[src/sv/irgap_pkg.sv]
// ----------------------------------------------------------------------------
// IR gap decoder package
// Widths and reset values shared by the decoder and its checker.
// ----------------------------------------------------------------------------
package irgap_pkg;

	// Field and register widths.
	localparam int CFG_W   = 12;
	localparam int CFG_N   = 8;
	localparam int CFG_IDX_W = 3;
	localparam int BYTE_W  = 8;
	localparam int TICK_W  = 14;
	localparam int CNT_W   = 4;

	// Default timing parameters.
	localparam int DEF_TIMEOUT_TICKS = 10000;
	localparam int DEF_GAP_SHIFT     = 4;

	// Threshold register indexes.
	typedef enum logic [CFG_IDX_W-1:0] {
		REG_PREAMBLE_ABOVE = 3'd0,
		REG_PREAMBLE_BELOW = 3'd1,
		REG_BIT_FLOOR      = 3'd2,
		REG_BIT_CEILING    = 3'd3,
		REG_ONE_ABOVE      = 3'd4,
		REG_ONE_BELOW      = 3'd5,
		REG_END_ABOVE      = 3'd6,
		REG_END_BELOW      = 3'd7
	} cfg_reg_t;

	// Threshold reset values, in register index order.
	localparam logic [CFG_W-1:0] CFG_RESET [CFG_N] = '{
		12'd250, 12'd500, 12'd10, 12'd60, 12'd30, 12'd50, 12'd50, 12'd80
	};

endpackage

[src/sv/ir_gap_length_byte_decoder.sv]
// ----------------------------------------------------------------------------
// IR gap-length byte decoder
// Times high gaps on a sampled IR receiver line and decodes framed bytes.
// ----------------------------------------------------------------------------
// Each input beat is one receiver sample taken on a timer tick (0 pulse,
// 1 gap). The block takes one sample every clock cycle: the gap timer, the
// threshold compares and the byte shifter update in the cycle the beat is
// accepted, and a decoded byte appears in the output register in the cycle
// after the sample whose falling edge ends a valid end gap. The input side
// stalls only while a finished byte sits in the output register and the
// output is not ready. A gap length is divided by 2**GAP_SHIFT before it is
// compared against the eight 12-bit thresholds; any pulse or gap that runs
// past TIMEOUT_TICKS samples sends the decoder back to waiting for a
// preamble. Write thresholds through the cfg port only while idle (unenforced).
module ir_gap_length_byte_decoder #(
	parameter int TIMEOUT_TICKS = irgap_pkg::DEF_TIMEOUT_TICKS,
	parameter int GAP_SHIFT     = irgap_pkg::DEF_GAP_SHIFT
) (
	input  logic                            clk,
	input  logic                            arst_n,
	input  logic                            in_valid,
	output logic                            in_ready,
	input  logic                            rx_level,
	output logic                            out_valid,
	input  logic                            out_ready,
	output logic [irgap_pkg::BYTE_W-1:0]    byte_value,
	input  logic                            cfg_we,
	input  logic [irgap_pkg::CFG_IDX_W-1:0] cfg_index,
	input  logic [irgap_pkg::CFG_W-1:0]     cfg_data
);
	import irgap_pkg::*;

	typedef enum logic [1:0] {
		PH_WAIT = 2'd0,
		PH_BITS = 2'd1,
		PH_END  = 2'd2
	} phase_t;

	localparam logic [TICK_W-1:0] TIMEOUT_L = TICK_W'(TIMEOUT_TICKS);
	localparam logic [CNT_W-1:0]  BITS_PER_BYTE = CNT_W'(BYTE_W);

	logic [CFG_W-1:0]  cfg_q [CFG_N];
	phase_t            phase_q, phase_n;
	logic [BYTE_W-1:0] shift_q, shift_n;
	logic [CNT_W-1:0]  bits_q, bits_n;
	logic [TICK_W-1:0] tick_q, tick_n;
	logic              last_q, last_n;
	logic              armed_q, armed_n;
	logic              out_valid_q;
	logic [BYTE_W-1:0] byte_q;

	logic              accept;
	logic              res_valid;
	logic [TICK_W-1:0] scaled;
	logic              one_bit;
	logic [CNT_W-1:0]  bits_inc;

	assign in_ready   = !out_valid_q || out_ready;
	assign accept     = in_valid && in_ready;
	assign out_valid  = out_valid_q;
	assign byte_value = byte_q;

	// Scaled gap length and the window tests that depend on it.
	assign scaled   = tick_q >> GAP_SHIFT;
	assign one_bit  = (scaled > TICK_W'(cfg_q[REG_ONE_ABOVE])) &&
	                  (scaled < TICK_W'(cfg_q[REG_ONE_BELOW]));
	assign bits_inc = bits_q + CNT_W'(1);

	// Next-state logic for one receiver sample.
	always_comb begin
		phase_n   = phase_q;
		shift_n   = shift_q;
		bits_n    = bits_q;
		tick_n    = tick_q;
		last_n    = rx_level;
		armed_n   = armed_q;
		res_valid = 1'b0;
		if (rx_level != last_q) begin
			if (!rx_level) begin
				// Falling edge closes a gap; classify it if it was timed.
				if (armed_q) begin
					case (phase_q)
						PH_BITS: begin
							if ((scaled > TICK_W'(cfg_q[REG_BIT_CEILING])) ||
							    (scaled < TICK_W'(cfg_q[REG_BIT_FLOOR]))) begin
								phase_n = PH_WAIT;
							end else begin
								shift_n = {shift_q[BYTE_W-2:0], one_bit};
								bits_n  = bits_inc;
								if (bits_inc >= BITS_PER_BYTE) begin
									phase_n = PH_END;
								end
							end
						end
						PH_END: begin
							if ((scaled > TICK_W'(cfg_q[REG_END_ABOVE])) &&
							    (scaled < TICK_W'(cfg_q[REG_END_BELOW]))) begin
								res_valid = 1'b1;
								phase_n   = PH_BITS;
								shift_n   = '0;
								bits_n    = '0;
							end else begin
								phase_n = PH_WAIT;
							end
						end
						default: begin
							if ((scaled > TICK_W'(cfg_q[REG_PREAMBLE_ABOVE])) &&
							    (scaled < TICK_W'(cfg_q[REG_PREAMBLE_BELOW]))) begin
								phase_n = PH_BITS;
								shift_n = '0;
								bits_n  = '0;
							end else begin
								phase_n = PH_WAIT;
							end
						end
					endcase
				end
				armed_n = 1'b1;
			end
			tick_n = TICK_W'(1);
		end else if (!rx_level || armed_q) begin
			// Same level: extend the phase timer, or time out.
			if (tick_q >= TIMEOUT_L) begin
				tick_n  = TIMEOUT_L;
				phase_n = PH_WAIT;
				if (rx_level) begin
					armed_n = 1'b0;
				end
			end else begin
				tick_n = tick_q + TICK_W'(1);
			end
		end
	end

	// Threshold registers.
	always_ff @(posedge clk or negedge arst_n) begin
		if (!arst_n) begin
			cfg_q <= CFG_RESET;
		end else if (cfg_we) begin
			cfg_q[cfg_index] <= cfg_data;
		end
	end

	// Decoder state and the output register.
	always_ff @(posedge clk or negedge arst_n) begin
		if (!arst_n) begin
			phase_q     <= PH_WAIT;
			shift_q     <= '0;
			bits_q      <= '0;
			tick_q      <= '0;
			last_q      <= 1'b1;
			armed_q     <= 1'b0;
			out_valid_q <= 1'b0;
			byte_q      <= '0;
		end else begin
			// A new byte takes the output register; otherwise a taken beat empties it.
			if (accept && res_valid) begin
				out_valid_q <= 1'b1;
				byte_q      <= shift_q;
			end else if (out_valid_q && out_ready) begin
				out_valid_q <= 1'b0;
			end
			if (accept) begin
				phase_q <= phase_n;
				shift_q <= shift_n;
				bits_q  <= bits_n;
				tick_q  <= tick_n;
				last_q  <= last_n;
				armed_q <= armed_n;
			end
		end
	end

endmodule

[config.mk]
export PLATFORM = sky130hd
export DESIGN_NAME = ir_gap_length_byte_decoder
export DESIGN_NICKNAME = d
export VERILOG_FILES = /design/src/sv/irgap_pkg.sv /design/src/sv/ir_gap_length_byte_decoder.sv
export SDC_FILE = /design/constraint.sdc
export NUM_CORES = 1
export LEC_CHECK = 0
export BUFFER_PORTS_ARGS = -buffer_cell sky130_fd_sc_hd__buf_2
export CAP_MARGIN = 20
export CORE_ASPECT_RATIO = 0.6
export CORE_MARGIN = 4
export CORE_UTILIZATION = 40
export CTS_CLUSTER_SIZE = 10
export DETAILED_ROUTE_END_ITERATION = 6
export GPL_ROUTABILITY_DRIVEN = 0
export PLACE_DENSITY_LB_ADDON = 0.2
export SYNTH_ARGS = -nofsm -noshare
export SYNTH_HDL_FRONTEND = slang
export SYNTH_SLANG_ARGS = --single-unit
[constraint.sdc]
create_clock -name clk -period 2.5 [get_ports clk]
set_input_delay 0.25 -clock clk [delete_from_list [all_inputs] [get_ports clk]]
set_output_delay 0.25 -clock clk [all_outputs]
set_load 0.02 [all_outputs]
==> impl_metrics.env <==
export IMPL_tns_ps=-3970
export IMPL_layout_min_cycle_time_ps=2830
export IMPL_synth_nets=848
export IMPL_yosysWarnings=0
export IMPL_final_cells=1110
export IMPL_clock_sinks=135
export IMPL_start_util_pct=41.4
export IMPL_dp_cells=1062
export IMPL_htreeDepth=4
export IMPL_async_flop_share_pct=100
export IMPL_drc_errors=0
export IMPL_crit_chain="inv_2, ha_4, and4_1, nand4_1, buf_6, a21o_1, a2111o_1, a21o_4, and3_4, a311o_1"
export IMPL_clockRootBuffer="clkbuf_16"
export IMPL_min_to="cfg_q[78]$_DFFE_PN1P_"
export IMPL_io_buffers=30
export IMPL_clkLatencyLatePin_ps=430
export IMPL_detail_route_first_pass_iterations=6
export IMPL_io_pins=31
export IMPL_synth_top_area_share_pct=34.3
export IMPL_yosysTopAreaCell="dfrtp_1"
export IMPL_slew_viol_final=0
export IMPL_outcome="finished with violations"
export IMPL_rr_worst_depth=10
export IMPL_place_hpwl_um=15900
export IMPL_grt_max_degree=67
export IMPL_path_class="reg -> reg"
export IMPL_start_kind="register"
export IMPL_clkTransAtPathRegs_ps=60
export IMPL_relSlewSlack_pct=41.6
export IMPL_hold_viol=0
export IMPL_fin_crit_sh_pct=113
export IMPL_drt_vias_per_instance=5.53
export IMPL_syn_to_final_growth_pct=26.1
export IMPL_grt_pass1_wl_um=34600
export IMPL_ys_seq_area_share_pct=45.0
export IMPL_cts_made_buffers=17
export IMPL_crit_slowest_cell="dfstp_2"
export IMPL_drive_above_1_share_pct=33.3
export IMPL_first_global_vias=6064
export IMPL_drt_total_wl_um=22200
export IMPL_fin_nets=961
export IMPL_violations="setup timing"
export IMPL_antenna_found_initial=0
export IMPL_drtIter0Drc=480
export IMPL_setup_violations=16
export IMPL_hold_path_class="in -> reg"
export IMPL_cts_buffer_depth=2
export IMPL_layout_setup_ws_ps=-330
export IMPL_end_kind="register"
export IMPL_critPathMaxStageDelay_ps=520
export IMPL_layout_common_cells="dfrtp_1 (100), inv_1 (83), nand2_1 (76), ha_1 (76), buf_4 (72)"
export IMPL_cts_tree="done"
export IMPL_p_leak_nw=4.59
export IMPL_reg2reg_to="shift_q[2]$_DFFE_PN0P_"
export IMPL_die_w_um=186
export IMPL_rsz0062_at_grt="true"
export IMPL_drv_cap=0
export IMPL_num_rows=38
export IMPL_synth_cell_types=62
export IMPL_fillers=1616
export IMPL_synth_seq_cells=135
export IMPL_worst_r2r_setup_slack_ps=-330
export IMPL_post_place_ws_ps=-901
export IMPL_grt_ovfl_total=0
export IMPL_ant_nets=0
export IMPL_min_path_cells=3
export IMPL_hp_start="cfg_data[6]"
export IMPL_crit_arrival_ps=3140
export IMPL_timing_fmax_mhz=353
export IMPL_routedWlPerCell_um=20.0
export IMPL_grt_use_total_pct=21.5
export IMPL_vias=6134
export IMPL_layout_commonest_cell="dfrtp_1"
export IMPL_ys_top_cells_by_area="dfrtp_1 (34%), ha_1 (14%), dfstp_2 (11%), mux2_2 (8.9%), inv_1 (4.3%)"
export IMPL_p_per_area_nw_per_um2=730
export IMPL_worst_pin_slew_ps=871
export IMPL_synthesis_area_sq_um=7600
export IMPL_die_h_um=115
export IMPL_synth_edf_count=0
export IMPL_ys_flop_type="dfrtp_1"
export IMPL_hold_ws_ps=129
export IMPL_core_area_sq_um=18400
export IMPL_dieArea_sq_um=21300
export IMPL_avgSynthCellArea_sq_um=10.2
export IMPL_ir_drop_uv=513
export IMPL_skew_ps=9.86
export IMPL_critPathMaxFanout=6
export IMPL_required_ps=2810
export IMPL_synth_cells=744
export IMPL_antenna_cells=0
export IMPL_r2r_start="cfg_q[90]$_DFFE_PN1P_"
final cells by class:
type / instances / area (sq um) / share of cell area, %
sequential: 135 / 3420 / 35.7
clock inverter: 8 / 120 / 1.25
timing repair buffer: 116 / 853 / 8.91
tap: 240 / 300 / 3.14
multi-input combinational: 499 / 4070 / 42.5
clock buffer: 24 / 482 / 5.03
inverter: 88 / 330 / 3.45
cell usage after synthesis, types with 10 or more instances:
cell type,n
a211oi_1,10
a21oi_1,24
and3_1,18
clkbuf_1,15
dfrtp_1,104
dfstp_2,31
ha_1,83
inv_1,88
mux2_2,60
nand2_1,82
nand4_1,17
nor2_1,28
nor3_1,10
o21ai_0,51
critical path, delay by kind of cell, from the launching register on:
family | cells | cell delay [ps]
adders and majority gates | 1 | 260
buffers and inverters | 2 | 200
DFF | 1 | 520
and+or+nand+nor | 3 | 460
AOI/OAI and AO/OA | 4 | 1250
flip-flops by register name, summed over array words and instances (netlist names):
register / count
shift_q: 8
last_q: 1
cfg_q: 96
out_valid: 1
bits_q: 4
tick_q: 14
byte_value: 8
phase_q: 2
armed_q: 1
how the worst max path moves through the flow:
stage / startpoint / end / slack [ps] / cells after the start
floorplan: cfg_q[90]$_DFFE_PN1P_ / shift_q[1]$_DFFE_PN0P_ / 6 / 10
global placement: cfg_q[17]$_DFFE_PN1P_ / shift_q[6]$_DFFE_PN0P_ / -850 / 10
detailed placement: tick_q[10]$_DFFE_PN0P_ / shift_q[2]$_DFFE_PN0P_ / -900 / 10
CTS: cfg_q[89]$_DFFE_PN1P_ / bits_q[0]$_DFFE_PN0P_ / -340 / 10
global route: tick_q[13]$_DFFE_PN0P_ / shift_q[0]$_DFFE_PN0P_ / -370 / 10
finish: cfg_q[90]$_DFFE_PN1P_ / shift_q[2]$_DFFE_PN0P_ / -330 / 10
per-layer routing:
| metal | share of wire [%] | GRT usage (%) | up-vias | wire [um] |
|---|---|---|---|---|
| li1 | - | - | 2877 | - |
| met3 | 8.6 | 8.22 | 21 | 1910 |
| met4 | 0.96 | 5.05 | 0 | 213 |
| met2 | 40 | 28.9 | 200 | 8980 |
| met5 | 0 | 0 | - | 0 |
| met1 | 50 | 32.6 | 3036 | 11100 |
kinds of logic (layout without fill, tap and decap cells):
group                    Yosys count  in the layout  share of synthesized area (%)
AND/OR/NAND/NOR                  194            194                           12.5
AO/OA/AOI/OAI                    153            154                           13.4
flip-flops                       135            135                           45.0
buffers and inverters            111            236                           5.63
adder cells (fa/ha/maj)           83             83                           13.7
multiplexers                      60             60                           8.89
XOR/XNOR                           8              8                          0.922
metrics by stage:
stage | total power, mW | util, % | area (sq um)
after global routing | 7.36 | 52.2 | 9580
after detailed placement | 4.28 | 46.5 | 8530
after floorplan | 3.74 | - | 7610
final | 6.99 | 52.2 | 9580
after global placement | 4.20 | 46.4 | 8520
after CTS | 6.95 | 51.1 | 9390
power by group:
part | switching (mW) | total (mW) | internal (mW)
Clock | 0.960 | 2.60 | 1.64
Sequential | 0.231 | 2.88 | 2.65
Combinational | 0.831 | 1.50 | 0.674
Total | 2.02 | 6.99 | 4.97
what timing repair did:
action,CTS,global route
setup buffers,11,2
cloned,1,1
gates resized for setup,32,33
hold endpoints to repair,54,0
hold buffers,1,0
pin swaps,19,23
endpoints found under the setup margin,23,23
No activity file was read; power rests on OpenSTA's default activity.
